[src/hdl/mcg_pkg.sv]
// Package for the midpoint circle generator.
// Holds the job record, field widths and command codes shared by all modules.
// No dependencies.
`default_nettype none

package mcg_pkg;

  localparam int CoordBitsDefault = 16;
  localparam int OffBits          = 15;
  localparam int RadiusBits       = 14;
  localparam int DecBits          = 20;
  localparam int PointBits        = 16;
  localparam int SumBits          = 17;
  localparam int PointsPerStep    = 8;
  localparam int StepBits         = 3;
  localparam int QueueDepth       = 2;
  localparam int InDataBits       = 48;
  localparam int OutDataBits      = 32;
  localparam int OutUserBits      = 2;

  localparam logic CmdStart   = 1'b0;
  localparam logic CmdAdvance = 1'b1;

  localparam int UserDoneBit = 0;
  localparam int UserIdleBit = 1;

  typedef struct packed {
    logic signed [OffBits-1:0] cx;
    logic signed [OffBits-1:0] cy;
    logic signed [OffBits-1:0] a;
    logic signed [OffBits-1:0] b;
    logic                      done;
    logic                      idle;
  } job_t;

endpackage

`default_nettype wire

[src/hdl/mcg_front.sv]
// Front end of the midpoint circle generator: takes commands and keeps the
// circle state, issuing one job per advance to the job queue.
// Depends on mcg_pkg.
`default_nettype none

module mcg_front (
  input  wire logic                          clk_i,
  input  wire logic                          rst_ni,
  input  wire logic                          s_axis_tvalid,
  output logic                               s_axis_tready,
  input  wire logic [mcg_pkg::InDataBits-1:0] s_axis_tdata,
  input  wire logic [0:0]                    s_axis_tuser,
  input  wire logic                          full_i,
  output logic                               push_o,
  output mcg_pkg::job_t                      job_o
);

  logic                                    accept;
  logic                                    is_start;
  logic [mcg_pkg::RadiusBits-1:0]          radius;
  logic signed [mcg_pkg::OffBits-1:0]      cx_q, cx_d, cy_q, cy_d;
  logic signed [mcg_pkg::OffBits-1:0]      a_q, a_d, b_q, b_d;
  logic [mcg_pkg::DecBits-1:0]             d_q, d_d;
  logic                                    active_q, active_d;
  logic signed [mcg_pkg::OffBits-1:0]      na, nb;
  logic [mcg_pkg::OffBits:0]               diff;
  logic [mcg_pkg::DecBits-1:0]             a_ext, diff_ext, nd;
  logic                                    done;

  assign s_axis_tready = !full_i;
  assign accept        = s_axis_tvalid && s_axis_tready;
  assign is_start      = (s_axis_tuser[0] == mcg_pkg::CmdStart);
  assign radius        = s_axis_tdata[43:30];

  always_comb begin
    a_ext    = {{(mcg_pkg::DecBits-mcg_pkg::OffBits){a_q[mcg_pkg::OffBits-1]}}, a_q};
    diff     = {a_q[mcg_pkg::OffBits-1], a_q} - {b_q[mcg_pkg::OffBits-1], b_q};
    diff_ext = {{(mcg_pkg::DecBits-mcg_pkg::OffBits-1){diff[mcg_pkg::OffBits]}}, diff};
    na       = a_q + mcg_pkg::OffBits'(1);
    if (d_q[mcg_pkg::DecBits-1]) begin
      nd = d_q + (a_ext << 2) + mcg_pkg::DecBits'(6);
      nb = b_q;
    end else begin
      nd = d_q + (diff_ext << 2) + mcg_pkg::DecBits'(10);
      nb = b_q - mcg_pkg::OffBits'(1);
    end
    done = (na > nb);
  end

  always_comb begin
    cx_d     = cx_q;
    cy_d     = cy_q;
    a_d      = a_q;
    b_d      = b_q;
    d_d      = d_q;
    active_d = active_q;
    push_o   = 1'b0;
    job_o    = '0;
    if (accept) begin
      if (is_start) begin
        cx_d     = s_axis_tdata[14:0];
        cy_d     = s_axis_tdata[29:15];
        a_d      = '0;
        b_d      = {1'b0, radius};
        d_d      = mcg_pkg::DecBits'(3) - {5'd0, radius, 1'b0};
        active_d = 1'b1;
      end else if (active_q) begin
        push_o     = 1'b1;
        job_o.cx   = cx_q;
        job_o.cy   = cy_q;
        job_o.a    = a_q;
        job_o.b    = b_q;
        job_o.done = done;
        a_d        = na;
        b_d        = nb;
        d_d        = nd;
        active_d   = !done;
      end else begin
        push_o     = 1'b1;
        job_o.idle = 1'b1;
      end
    end
  end

  always_ff @(posedge clk_i or negedge rst_ni) begin
    if (!rst_ni) begin
      cx_q     <= '0;
      cy_q     <= '0;
      a_q      <= '0;
      b_q      <= '0;
      d_q      <= '0;
      active_q <= 1'b0;
    end else begin
      cx_q     <= cx_d;
      cy_q     <= cy_d;
      a_q      <= a_d;
      b_q      <= b_d;
      d_q      <= d_d;
      active_q <= active_d;
    end
  end

endmodule

`default_nettype wire

[src/hdl/mcg_queue.sv]
// Short job queue between the front and back ends of the circle generator.
// Register-based FIFO with show-ahead read. Depends on mcg_pkg.
`default_nettype none

module mcg_queue #(
  parameter int Width = $bits(mcg_pkg::job_t),
  parameter int Depth = mcg_pkg::QueueDepth
) (
  input  wire logic             clk_i,
  input  wire logic             rst_ni,
  input  wire logic             push_i,
  input  wire logic [Width-1:0] data_i,
  input  wire logic             pop_i,
  output logic [Width-1:0]      data_o,
  output logic                  valid_o,
  output logic                  full_o
);

  localparam int PtrBits = (Depth > 1) ? $clog2(Depth) : 1;
  localparam int CntBits = $clog2(Depth + 1);

  logic [Width-1:0]   mem_q [Depth];
  logic [PtrBits-1:0] wr_q, wr_d, rd_q, rd_d;
  logic [CntBits-1:0] cnt_q, cnt_d;

  assign valid_o = (cnt_q != '0);
  assign full_o  = (cnt_q == CntBits'(Depth));
  assign data_o  = mem_q[rd_q];

  always_comb begin
    wr_d  = wr_q;
    rd_d  = rd_q;
    cnt_d = cnt_q;
    if (push_i) begin
      wr_d = (wr_q == PtrBits'(Depth - 1)) ? '0 : wr_q + PtrBits'(1);
    end
    if (pop_i) begin
      rd_d = (rd_q == PtrBits'(Depth - 1)) ? '0 : rd_q + PtrBits'(1);
    end
    if (push_i && !pop_i) begin
      cnt_d = cnt_q + CntBits'(1);
    end else if (pop_i && !push_i) begin
      cnt_d = cnt_q - CntBits'(1);
    end
  end

  always_ff @(posedge clk_i) begin
    if (push_i) begin
      mem_q[wr_q] <= data_i;
    end
  end

  always_ff @(posedge clk_i or negedge rst_ni) begin
    if (!rst_ni) begin
      wr_q  <= '0;
      rd_q  <= '0;
      cnt_q <= '0;
    end else begin
      wr_q  <= wr_d;
      rd_q  <= rd_d;
      cnt_q <= cnt_d;
    end
  end

  a_no_overflow: assert property (@(posedge clk_i) disable iff (!rst_ni)
    push_i && !pop_i |-> !full_o)
    else $error("job queue written while full");

  a_no_underflow: assert property (@(posedge clk_i) disable iff (!rst_ni)
    pop_i |-> valid_o)
    else $error("job queue read while empty");

endmodule

`default_nettype wire

[src/hdl/mcg_back.sv]
// Back end of the circle generator: turns each queued job into its eight
// mirrored points (an idle job into one zero point), one per cycle when
// not stalled, through a registered output stage. Depends on mcg_pkg.
`default_nettype none

module mcg_back #(
  parameter int COORD_BITS = mcg_pkg::CoordBitsDefault
) (
  input  wire logic                             clk_i,
  input  wire logic                             rst_ni,
  input  wire mcg_pkg::job_t                    job_i,
  input  wire logic                             job_valid_i,
  output logic                                  pop_o,
  output logic                                  m_axis_tvalid,
  input  wire logic                             m_axis_tready,
  output logic [mcg_pkg::OutDataBits-1:0]       m_axis_tdata,
  output logic                                  m_axis_tlast,
  output logic [mcg_pkg::OutUserBits-1:0]       m_axis_tuser
);

  localparam int WrapBits = (COORD_BITS < mcg_pkg::PointBits) ? COORD_BITS
                                                              : mcg_pkg::PointBits;
  localparam logic [mcg_pkg::StepBits-1:0] LastStep =
    mcg_pkg::StepBits'(mcg_pkg::PointsPerStep - 1);

  mcg_pkg::job_t                       cur_q;
  logic                                cur_valid_q;
  logic [mcg_pkg::StepBits-1:0]        step_q;
  logic                                emit, cur_last;
  logic signed [mcg_pkg::OffBits-1:0]  u, v;
  logic [mcg_pkg::SumBits-1:0]         sum_x, sum_y;
  logic [mcg_pkg::PointBits-1:0]       px, py;
  logic                                m_valid_q;
  logic [mcg_pkg::OutDataBits-1:0]     m_data_q;
  logic                                m_last_q;
  logic [mcg_pkg::OutUserBits-1:0]     m_user_q;

  assign emit     = cur_valid_q && (!m_valid_q || m_axis_tready);
  assign cur_last = cur_q.idle || (step_q == LastStep);
  assign pop_o    = job_valid_i && (!cur_valid_q || (emit && cur_last));

  always_comb begin
    u = step_q[2] ? cur_q.b : cur_q.a;
    v = step_q[2] ? cur_q.a : cur_q.b;
    if (step_q[1]) begin
      sum_x = {{2{cur_q.cx[mcg_pkg::OffBits-1]}}, cur_q.cx} - {{2{u[mcg_pkg::OffBits-1]}}, u};
    end else begin
      sum_x = {{2{cur_q.cx[mcg_pkg::OffBits-1]}}, cur_q.cx} + {{2{u[mcg_pkg::OffBits-1]}}, u};
    end
    if (step_q[0]) begin
      sum_y = {{2{cur_q.cy[mcg_pkg::OffBits-1]}}, cur_q.cy} - {{2{v[mcg_pkg::OffBits-1]}}, v};
    end else begin
      sum_y = {{2{cur_q.cy[mcg_pkg::OffBits-1]}}, cur_q.cy} + {{2{v[mcg_pkg::OffBits-1]}}, v};
    end
    for (int i = 0; i < mcg_pkg::PointBits; i++) begin
      px[i] = (i < WrapBits) ? sum_x[i] : sum_x[WrapBits-1];
      py[i] = (i < WrapBits) ? sum_y[i] : sum_y[WrapBits-1];
    end
  end

  always_ff @(posedge clk_i or negedge rst_ni) begin
    if (!rst_ni) begin
      cur_valid_q <= 1'b0;
      step_q      <= '0;
    end else if (pop_o) begin
      cur_valid_q <= 1'b1;
      step_q      <= '0;
    end else if (emit && cur_last) begin
      cur_valid_q <= 1'b0;
    end else if (emit) begin
      step_q <= step_q + mcg_pkg::StepBits'(1);
    end
  end

  always_ff @(posedge clk_i) begin
    if (pop_o) begin
      cur_q <= job_i;
    end
  end

  always_ff @(posedge clk_i or negedge rst_ni) begin
    if (!rst_ni) begin
      m_valid_q <= 1'b0;
    end else if (emit) begin
      m_valid_q <= 1'b1;
    end else if (m_axis_tready) begin
      m_valid_q <= 1'b0;
    end
  end

  always_ff @(posedge clk_i) begin
    if (emit) begin
      m_data_q                        <= cur_q.idle ? '0 : {py, px};
      m_last_q                        <= cur_last;
      m_user_q[mcg_pkg::UserDoneBit]  <= cur_q.done && !cur_q.idle && (step_q == LastStep);
      m_user_q[mcg_pkg::UserIdleBit]  <= cur_q.idle;
    end
  end

  assign m_axis_tvalid = m_valid_q;
  assign m_axis_tdata  = m_data_q;
  assign m_axis_tlast  = m_last_q;
  assign m_axis_tuser  = m_user_q;

  a_done_on_last: assert property (@(posedge clk_i) disable iff (!rst_ni)
    m_axis_tvalid && m_axis_tuser[mcg_pkg::UserDoneBit] |-> m_axis_tlast)
    else $error("circle done flagged on a point that is not last");

  a_idle_is_zero: assert property (@(posedge clk_i) disable iff (!rst_ni)
    m_axis_tvalid && m_axis_tuser[mcg_pkg::UserIdleBit] |->
      m_axis_tlast && (m_axis_tdata == '0) && !m_axis_tuser[mcg_pkg::UserDoneBit])
    else $error("idle result is not a single zero point");

  a_step_advances: assert property (@(posedge clk_i) disable iff (!rst_ni)
    emit && !cur_last |=> cur_valid_q && (step_q == $past(step_q) + mcg_pkg::StepBits'(1)))
    else $error("point step did not advance");

endmodule

`default_nettype wire

[src/hdl/midpoint_circle_generator_core.sv]
// Top level of the midpoint circle generator: front end, job queue, back end.
// Depends on mcg_pkg, mcg_front, mcg_queue and mcg_back.
//
// Channel  Dir  Handshake              Content
// s_axis   in   tvalid/tready          tuser: cmd; tdata: center_x, center_y, radius
// m_axis   out  tvalid/tready, tlast   tdata: point_x, point_y; tuser: done, idle
//
// A start takes one input transfer and gives no output. An advance gives eight
// points, one per output cycle while the output is not stalled, so the output
// port limits the advance rate; an advance with no active circle gives one idle
// point. A two-job queue lets the front end keep taking commands while points
// drain. Reset clears the circle state and the queue at once; there is no init
// pass. Output stalls back up into the queue and then deassert s_axis_tready.
`default_nettype none

module midpoint_circle_generator_core #(
  parameter int COORD_BITS = mcg_pkg::CoordBitsDefault
) (
  input  wire logic                             clk_i,
  input  wire logic                             rst_ni,
  input  wire logic                             s_axis_tvalid,
  output logic                                  s_axis_tready,
  // center_x [14:0], center_y [29:15], radius [43:30], zero [47:44]
  input  wire logic [mcg_pkg::InDataBits-1:0]   s_axis_tdata,
  // cmd [0]
  input  wire logic [0:0]                       s_axis_tuser,
  output logic                                  m_axis_tvalid,
  input  wire logic                             m_axis_tready,
  // point_x [15:0], point_y [31:16]
  output logic [mcg_pkg::OutDataBits-1:0]       m_axis_tdata,
  output logic                                  m_axis_tlast,
  // circle_done [0], idle_result [1]
  output logic [mcg_pkg::OutUserBits-1:0]       m_axis_tuser
);

  localparam int JobBits = $bits(mcg_pkg::job_t);

  logic                push;
  logic                pop;
  logic                q_full;
  logic                q_valid;
  mcg_pkg::job_t       push_job;
  logic [JobBits-1:0]  q_data;
  mcg_pkg::job_t       head_job;

  assign head_job = mcg_pkg::job_t'(q_data);

  mcg_front u_front (
    .clk_i         (clk_i),
    .rst_ni        (rst_ni),
    .s_axis_tvalid (s_axis_tvalid),
    .s_axis_tready (s_axis_tready),
    .s_axis_tdata  (s_axis_tdata),
    .s_axis_tuser  (s_axis_tuser),
    .full_i        (q_full),
    .push_o        (push),
    .job_o         (push_job)
  );

  mcg_queue #(
    .Width (JobBits),
    .Depth (mcg_pkg::QueueDepth)
  ) u_queue (
    .clk_i   (clk_i),
    .rst_ni  (rst_ni),
    .push_i  (push),
    .data_i  (JobBits'(push_job)),
    .pop_i   (pop),
    .data_o  (q_data),
    .valid_o (q_valid),
    .full_o  (q_full)
  );

  mcg_back #(
    .COORD_BITS (COORD_BITS)
  ) u_back (
    .clk_i         (clk_i),
    .rst_ni        (rst_ni),
    .job_i         (head_job),
    .job_valid_i   (q_valid),
    .pop_o         (pop),
    .m_axis_tvalid (m_axis_tvalid),
    .m_axis_tready (m_axis_tready),
    .m_axis_tdata  (m_axis_tdata),
    .m_axis_tlast  (m_axis_tlast),
    .m_axis_tuser  (m_axis_tuser)
  );

endmodule

`default_nettype wire
[config.mk]
export PLATFORM = sky130hd
export DESIGN_NAME = midpoint_circle_generator_core
export DESIGN_NICKNAME = d
export VERILOG_FILES = /design/src/hdl/mcg_pkg.sv /design/src/hdl/mcg_front.sv /design/src/hdl/mcg_queue.sv /design/src/hdl/mcg_back.sv /design/src/hdl/midpoint_circle_generator_core.sv
export SDC_FILE = /design/constraint.sdc
export NUM_CORES = 1
export LEC_CHECK = 0
export BUFFER_PORTS_ARGS = -buffer_cell sky130_fd_sc_hd__buf_2
export CAP_MARGIN = 20
export CORE_MARGIN = 2
export CORE_UTILIZATION = 60
export CTS_CLUSTER_DIAMETER = 200
export DETAILED_ROUTE_END_ITERATION = 7
export HOLD_SLACK_MARGIN = 0.1
export PLACE_DENSITY_LB_ADDON = 0.3
export SLEW_MARGIN = 20
export SYNTH_ARGS = -nofsm -noshare
export SYNTH_HDL_FRONTEND = slang
export SYNTH_SLANG_ARGS = --single-unit
[constraint.sdc]
create_clock -name clk_i -period 6.2 [get_ports clk_i]
set_input_delay 0.93 -clock clk_i [delete_from_list [all_inputs] [get_ports clk_i]]
set_output_delay 0.93 -clock clk_i [all_outputs]
set_load 0.01 [all_outputs]
==> results.txt, run 1 <==
Final core utilization - 68.01%
RSZ-0062 raised after global routing - no
Sw frac - 38.89%
Layout Area Growth over Synthesis - 11.01%
Top FF cell, synth - edfxtp_1
Clock sink total - 310
DRT antenna net count - 0
Clock Skews - 0.01652 ns
Clock power frac - 18.0%
Max cap viols - 0
Hold-fix buffers, CTS - 0
Post-DP HPWL - 25.36 mm
Ant. Diodes - 0
Synth Instances - 1543
CTS tree - done
Clock transition at the registers of the reported paths - 0.07 ns
Core area - 0.02886 mm²
Via count - 11910
Clock Path Buffers - 3
Routed WL - 36.06 mm
Final setup fails - 0
FMAX - 208.7 MHz
Pint - 6.596 mW
Total gr overflow - 0
Synth top area share - 37.54%
Outcome - complete, no violations
Number of H-tree levels - 1
Critical Path RT - 6.53 ns
Ys async rst share - 28.71%
Crit Reg-Reg Endpoint - u_queue.mem_q[0][1]$_DFFE_PP_
Final setup TNS - 0 ns
Logic gate share of total power - 50.0%
Final cycle utilization of the critical path - 77.27%
Yosys cell types - 66
IO Port Bufs - 85
Yosys top cell by area - edfxtp_1
Die Area - 0.03085 mm²
Drt initial violations - 792
Arr. time, crit path - 5.13 ns
Avg Cell Area, Syn - 11.46 µm²
Root Buffer - clkbuf_16
Commonest cells post-synth - edfxtp_1, ha_1, nor2_1
Worst Path Max Fanout - 5
Most frequent cell after synthesis - edfxtp_1
Reg power frac - 32.0%
Post-Synthesis Net Count - 1737
R2R Path Start - u_front.b_q[1]$_DFFE_PN0P_
Final Wtd Congestion - 0.9044
Post-synthesis cell area - 0.01768 mm²
Resized Gates After CTS - 0
Clock Latency Late Sink - 0.55 ns
Startpoint Class - flip-flop
Gr usage total - 23.52%
Share of layout cells above drive strength 1 - 16.23%
Num rows - 62
Slew HR - 37.93%
Final slew viol count - 0
Worst-Margin Slew - 0.9289 ns
Final hold violations - 0
DRC viols - 0
Starting density of the core - 61.26%
Die X - 175.7 µm
Vias in the first global route - 11740
CP Capture Type - flip-flop
First-pass GRT wire length - 58.67 mm
Dominant cells by area after synthesis - edfxtp_1, dfrtp_1, ha_1
Reg2reg setup slack - 1.41 ns
Cell leakage power - 7.930 nW
Initial antenna violation count - 0
DRT Pass-1 Iters - 5
Vias/cell - 5.870
CP Class - flip-flop to flip-flop
Vert. Die Dim - 175.7 µm
Post-synth EDFFs - 221
Post-CTS Setup Bufs - 0
Tmin final - 4.791 ns
Reg2reg path depth - 15
Seq cells post-synth - 310
Num CTS Buffers - 31
Hold WC Path Type - primary input to async pin
Peak VDD IR - 265.9 µV
Final Net Count - 1817
I/O pin count - 90
Synth warnings - 0
Pwr Density - 550.0 mW/mm²
Register area share after synthesis - 50.13%
Routed WL per cell - 17.77 µm
Sw Pwr - 4.197 mW
Pin count of the biggest net entering global routing - 66
## state kept, by name (all words and copies together), names as in the netlist
register / flops
u_queue.mem_q: 124
u_front.cy_q: 15
u_back.cur_q: 62
u_queue.rd_q: 1
u_queue.cnt_q: 2
u_front.b_q: 15
u_back.m_axis_tdata: 32
u_queue.wr_q: 1
u_back.step_q: 3
u_front.active_q: 1
u_back.m_axis_tlast: 1
u_front.d_q: 19
u_front.a_q: 15
u_back.cur_valid_q: 1
u_back.m_axis_tuser: 2
u_back.m_axis_tvalid: 1
u_front.cx_q: 15
## per-stage QoR
step                hold slack (ns)  setup WS (ns)  power [mW]  instance area (µm²)  instances
finish                       0.3109          1.409       10.79                19630       2029
global route                 0.3155          1.043       11.64                19630       2029
CTS                          0.3132          1.467       10.80                19590       2027
detailed placement           0.4872          1.485       8.794                18520       1972
global placement             0.4805          1.580       8.590                18520       1972
floorplan                    0.4608         0.8799       7.591                17680       1543
## power by group through the flow
stage / clock network [mW] / logic [mW] / registers [mW]
final: 1.94 / 5.40 / 3.45
after global routing: 2.06 / 6.07 / 3.52
after CTS: 1.97 / 5.36 / 3.47
after global placement: 0 / 5.12 / 3.47
after detailed placement: 0 / 5.29 / 3.50
after floorplan: 0 / 4.18 / 3.41
## per-layer routing
| metal | vias up | global-route usage, % | part of all wire [%] |
|---|---|---|---|
| met1 | 5749 | 31.42 | 44 |
| met5 | - | 0 | 0 |
| met4 | 0 | 6.956 | 2.6 |
| met3 | 61 | 2.424 | 4.4 |
| met2 | 268 | 40.91 | 49 |
| li1 | 5833 | - | - |
## cells by family (layout without fill, tap and decap cells)
logic type | after synthesis | in the layout | share of synthesized area (%)
buffers and inverters | 103 | 205 | 2.208
muxes | 133 | 133 | 8.217
adders and majority gates | 141 | 141 | 10.19
AOI/OAI and AO/OA | 298 | 298 | 10.79
DFF | 310 | 310 | 50.13
xor gates and xnor gates | 129 | 129 | 6.391
and+or+nand+nor | 429 | 429 | 12.07
## cell type report
class	instances	area (µm²)
clock inverter	13	201.4
clock buffer	42	867.1
tap	384	480.5
fill	2069	9233
timing repair buffer	100	560.5
inverter	50	187.7
sequential	310	8866
multi-input combinational	1130	8462
## critical path: stages (launching register included)
cell and delay, ns:
dfrtp_1 0.43, inv_1 0.14, ha_1 0.18, or4b_2 0.62
or3_1 0.40, or3_1 0.43, or3_1 0.40, nor3_2 0.23
xnor2_1 0.16, ha_1 0.26, a21o_1 0.16, a21o_1 0.18
a21oi_1 0.14, o21ai_0 0.18, or3_1 0.38, a211oi_1 0.29
## worst max-delay path by stage
stage | startpoint | end | depth (start not counted)
3_5_place_dp | u_front.b_q[1]$_DFFE_PN0P_ | u_queue.mem_q[1][1]$_DFFE_PP_ | 15
5_1_grt | u_front.b_q[1]$_DFFE_PN0P_ | u_queue.mem_q[1][1]$_DFFE_PP_ | 14
6_report | u_front.b_q[1]$_DFFE_PN0P_ | u_queue.mem_q[0][1]$_DFFE_PP_ | 15
2_1_floorplan | m_axis_tready | u_queue.cnt_q[1]$_DFFE_PN0P_ | 8
3_3_place_gp | u_front.b_q[1]$_DFFE_PN0P_ | u_queue.mem_q[0][1]$_DFFE_PP_ | 15
4_1_cts | u_front.b_q[1]$_DFFE_PN0P_ | u_queue.mem_q[0][1]$_DFFE_PP_ | 15
## layout by cell type, fill, tap and decap left out, types with 16 or more instances in the layout
cell / synthesis / final
a21oi_1: 79 / 78
nand3_1: 26 / 26
o21ai_0: 67 / 66
nor3_1: 39 / 39
a21o_1: 21 / 21
clkbuf_16: 0 / 31
a211oi_1: 18 / 18
edfxtp_1: 221 / 221
mux2_2: 97 / 97
nand2_1: 84 / 84
inv_1: 50 / 50
mux2i_1: 36 / 36
ha_1: 136 / 136
o21a_1: 16 / 16
buf_2: 3 / 84
and2_1: 51 / 51
dfrtp_1: 89 / 87
nor2_1: 129 / 127
xor2_1: 54 / 54
nand2b_1: 25 / 25
xnor2_1: 75 / 75
No activity file was read; power rests on OpenSTA's default activity.
==> inputs of run 2 (changes only) <==
--- a/config.mk
+++ b/config.mk
@@ -5,6 +5,7 @@
 export SDC_FILE = /design/constraint.sdc
 export NUM_CORES = 1
 export LEC_CHECK = 0
+export ABC_AREA = 1
 export BUFFER_PORTS_ARGS = -buffer_cell sky130_fd_sc_hd__buf_2
 export CAP_MARGIN = 20
 export CORE_MARGIN = 2
==> constraint.sdc (replaced) <==
create_clock -name clk_i -period 4.8 [get_ports clk_i]
set_input_delay 0.72 -clock clk_i [delete_from_list [all_inputs] [get_ports clk_i]]
set_output_delay 0.72 -clock clk_i [all_outputs]
set_load 0.01 [all_outputs]
==> run 2 against run 1 <==
Against the previous run: sequential cell count is the same; critical path depth rose by 13; highest routed layer unchanged; area after synthesis is 2.9% higher; sequential share of layout area down 1.1 points; count of clock-buffer cells in the layout decreased by 5; clock power rose by 27%; design area increased by 2.5%; non-clock buffer count rose by 1; critical endpoint is now u_front.d_q[19]$_DFFE_PN0P_; combinational power increased by 63%; sequential power is 36% higher; global-route usage rose by 4.4 points; largest cell class unchanged; maximum frequency rose by 14%.
==> results.txt, run 2 <==
Gr usage total - 27.93% (+4.4 points)
Layout Area Growth over Synthesis - 10.63%
Clock Path Buffers - 3 (unchanged)
Die Area - 0.03173 mm² (+2.8%)
Hold WC Path Type - primary input to async pin
Startpoint Class - flip-flop
Clock transition at the registers of the reported paths - 0.07 ns (about the same)
Root Buffer - clkbuf_16
Final Net Count - 2350 (+29%)
Commonest non-fill, non-tap cell in the layout - nand2_1
Largest reg by FF count - u_queue.mem_q
Vias in the first global route - 14120 (+20%)
Initial antenna violation count - 0 (unchanged)
Outcome - complete, no violations
Sequential cell area - 0.008865 mm² (about the same)
First-pass GRT wire length - 69.83 mm (+19%)
Simple-gate share of the synthesized area - 19.29% (+7.2 points)
Share of layout cells above drive strength 1 - 9.399% (-6.8 points)
Final hold violations - 0 (unchanged)
Most frequent cell after synthesis - nand2_1
Synth Area in Compound Gates - 11.77% (+0.98 points)
Final Wtd Congestion - 0.9719 (+7.5%)
DRT antenna net count - 0 (unchanged)
Clock sink total - 310 (unchanged)
Total gr overflow - 0 (unchanged)
Yosys cell types - 56 (-15%)
Filler cells - 2346 (+13%)
Synth top area share - 36.48% (-1.1 points)
Post-DP HPWL - 31.72 mm (+25%)
I/O pin count - 90 (unchanged)
CP Class - flip-flop to flip-flop
Post-synth EDFFs - 221 (unchanged)
Final setup fails - 0 (unchanged)
Post-Synthesis Net Count - 2270 (+31%)
Seq cells post-synth - 310 (unchanged)
Power, Total - 15.96 mW (+48%)
Cell leakage power - 9.473 nW (+19%)
Synth warnings - 0 (unchanged)
Critical Path Slowest Stage Cell - fa_1
Commonest cells post-synth - nand2_1, inv_1, edfxtp_1
Resized Gates After CTS - 0 (unchanged)
Synth Instances - 2076 (+35%)
Final cycle utilization of the critical path - 87.27% (+10 points)
Final slew viol count - 0 (unchanged)
Ys async rst share - 28.71% (unchanged)
Largest register FFs - 124 (unchanged)
Vert. Die Dim - 178.1 µm (+1.4%)
Arr. time, crit path - 4.70 ns (-0.43 ns)
Combinational family with the most area after synthesis - simple AND/OR/NAND/NOR gates
Slew HR - 34.55% (-3.4 points)
Number of H-tree levels - 1 (unchanged)
CTS tree - done
Core area - 0.02972 mm² (+3.0%)
Routed WL - 42.92 mm (+19%)
Avg Cell Area, Syn - 8.762 µm² (-24%)
Commonest cells after routing, fill and taps aside - nand2_1, inv_1, edfxtp_1
Clock Latency Late Sink - 0.58 ns (+0.03 ns)
Num rows - 63 (+1.6%)
Top FF cell, synth - edfxtp_1
FMAX - 238.7 MHz (+14%)
Via count - 14390 (+21%)
Dominant cells by area after synthesis - edfxtp_1, dfrtp_1, nand2_1
Area of the multi-input gates - 0.008169 mm² (-3.5%)
CP peak stage delay - 0.41 ns (-0.21 ns)
Starting density of the core - 61.21% (about the same)
Die X - 178.1 µm (+1.4%)
Num CTS Buffers - 31 (unchanged)
Routed WL per cell - 16.69 µm (-6.1%)
Peak VDD IR - 400.0 µV (+50%)
DRC viols - 0 (unchanged)
Tmin final - 4.189 ns (-0.6020 ns)
XOR/XNOR share of the synthesized area - 3.708% (-2.7 points)
Vias/cell - 5.597 (-4.7%)
Critical Path RT - 5.31 ns (-1.22 ns)
DRT Pass-1 Iters - 6 (+1)
Pwr Density - 793.0 mW/mm² (+44%)
Register area share after synthesis - 48.73% (-1.4 points)
Hold-fix buffers, CTS - 0 (unchanged)
IO Port Bufs - 85 (unchanged)
Yosys top cell by area - edfxtp_1
CP Capture Type - flip-flop
Max cap viols - 0 (unchanged)
Worst-Margin Slew - 0.9794 ns (+0.05055 ns)
Final setup TNS - 0 ns (unchanged)
Post-synthesis cell area - 0.01819 mm² (+2.9%)
Drt initial violations - 1271 (+60%)
Reg2reg setup slack - 0.61 ns (-0.80 ns)
Post-CTS Setup Bufs - 0 (unchanged)
RSZ-0062 raised after global routing - no
Clock Skews - 0.02390 ns (+0.007379 ns)
Fraction of the mapped netlist area in adder cells - 9.905% (-0.29 points)
Mux cell area share after synthesis - 0% (-8.2 points)
Ant. Diodes - 0 (unchanged)
Worst Path Max Fanout - 6 (+1)
Pin count of the biggest net entering global routing - 65 (-1.5%)
CP dominant cell by count - nand2_1
-- run 2: cell type report --
cell class | count | area share [%]
flip-flops and latches | 310 | 44.05
multi-input cells | 1459 | 40.60
inverters | 253 | 4.732
clock buffers | 37 | 4.116
repair buffers | 101 | 2.972
well taps | 390 | 2.425
clock inverters | 21 | 1.107
-- run 2: path summary, 6_finish.rpt --
path	start	end	cells past startpoint
min in group clk_i	s_axis_tdata[23]	u_front.cy_q[8]$_DFFE_PN0P_	3
max reg2reg	u_front.a_q[0]$_DFFE_PN0P_	u_front.d_q[19]$_DFFE_PN0P_	28
max	u_front.a_q[0]$_DFFE_PN0P_	u_front.d_q[19]$_DFFE_PN0P_	28
min reg2reg	u_queue.mem_q[0][27]$_DFFE_PP_	u_back.cur_q[27]$_DFFE_PP_	2
max in group asynchronous	rst_ni	u_front.cy_q[6]$_DFFE_PN0P_	2
min	rst_ni	u_front.b_q[12]$_DFFE_PN0P_	1
-- run 2: worst max-delay path: cells and delay by family, from the launching register on --
kind / cells / cell delay (ns)
flops: 1 / 0.37
buf+inv: 3 / 0.25
simple gates: 13 / 0.83
compound gates: 8 / 1.43
fa+ha+maj: 4 / 1.26
-- run 2: logic make-up after synthesis --
group | after synthesis
fa+ha+maj | 141
flops | 310
xor+xnor | 77
simple gates | 858
compound gates | 383
buf+inv | 307
-- run 2: report_power, final --
group,internal (mW),leakage [nW],switching (mW)
logic,3.00,5.81,5.80
registers,4.15,3.15,0.541
clock network,1.41,0.511,1.05
total,8.56,9.47,7.40
-- run 2: metal layers --
metal,wire length [µm],global-route usage (%),part of all wire (%),vias up
met5,0,0,0,-
met3,2497,2.558,5.8,86
met1,18410,37.17,43,6700
met2,20990,48.90,49,491
met4,1018,7.958,2.4,0
li1,-,-,-,7113
-- run 2: metrics by stage --
step	cell area (µm²)	instances	setup WS, ns	hold WS, ns	utilization [%]
2_1_floorplan	18190	2076	0.6693	0.4206	-
3_3_place_gp	19050	2512	0.7323	0.4832	64.11
3_5_place_dp	19050	2512	0.6513	0.4960	64.11
4_1_cts	20100	2570	0.6707	0.2225	67.65
5_1_grt	20120	2571	0.1070	0.2636	67.72
6_report	20120	2571	0.6110	0.2214	67.72
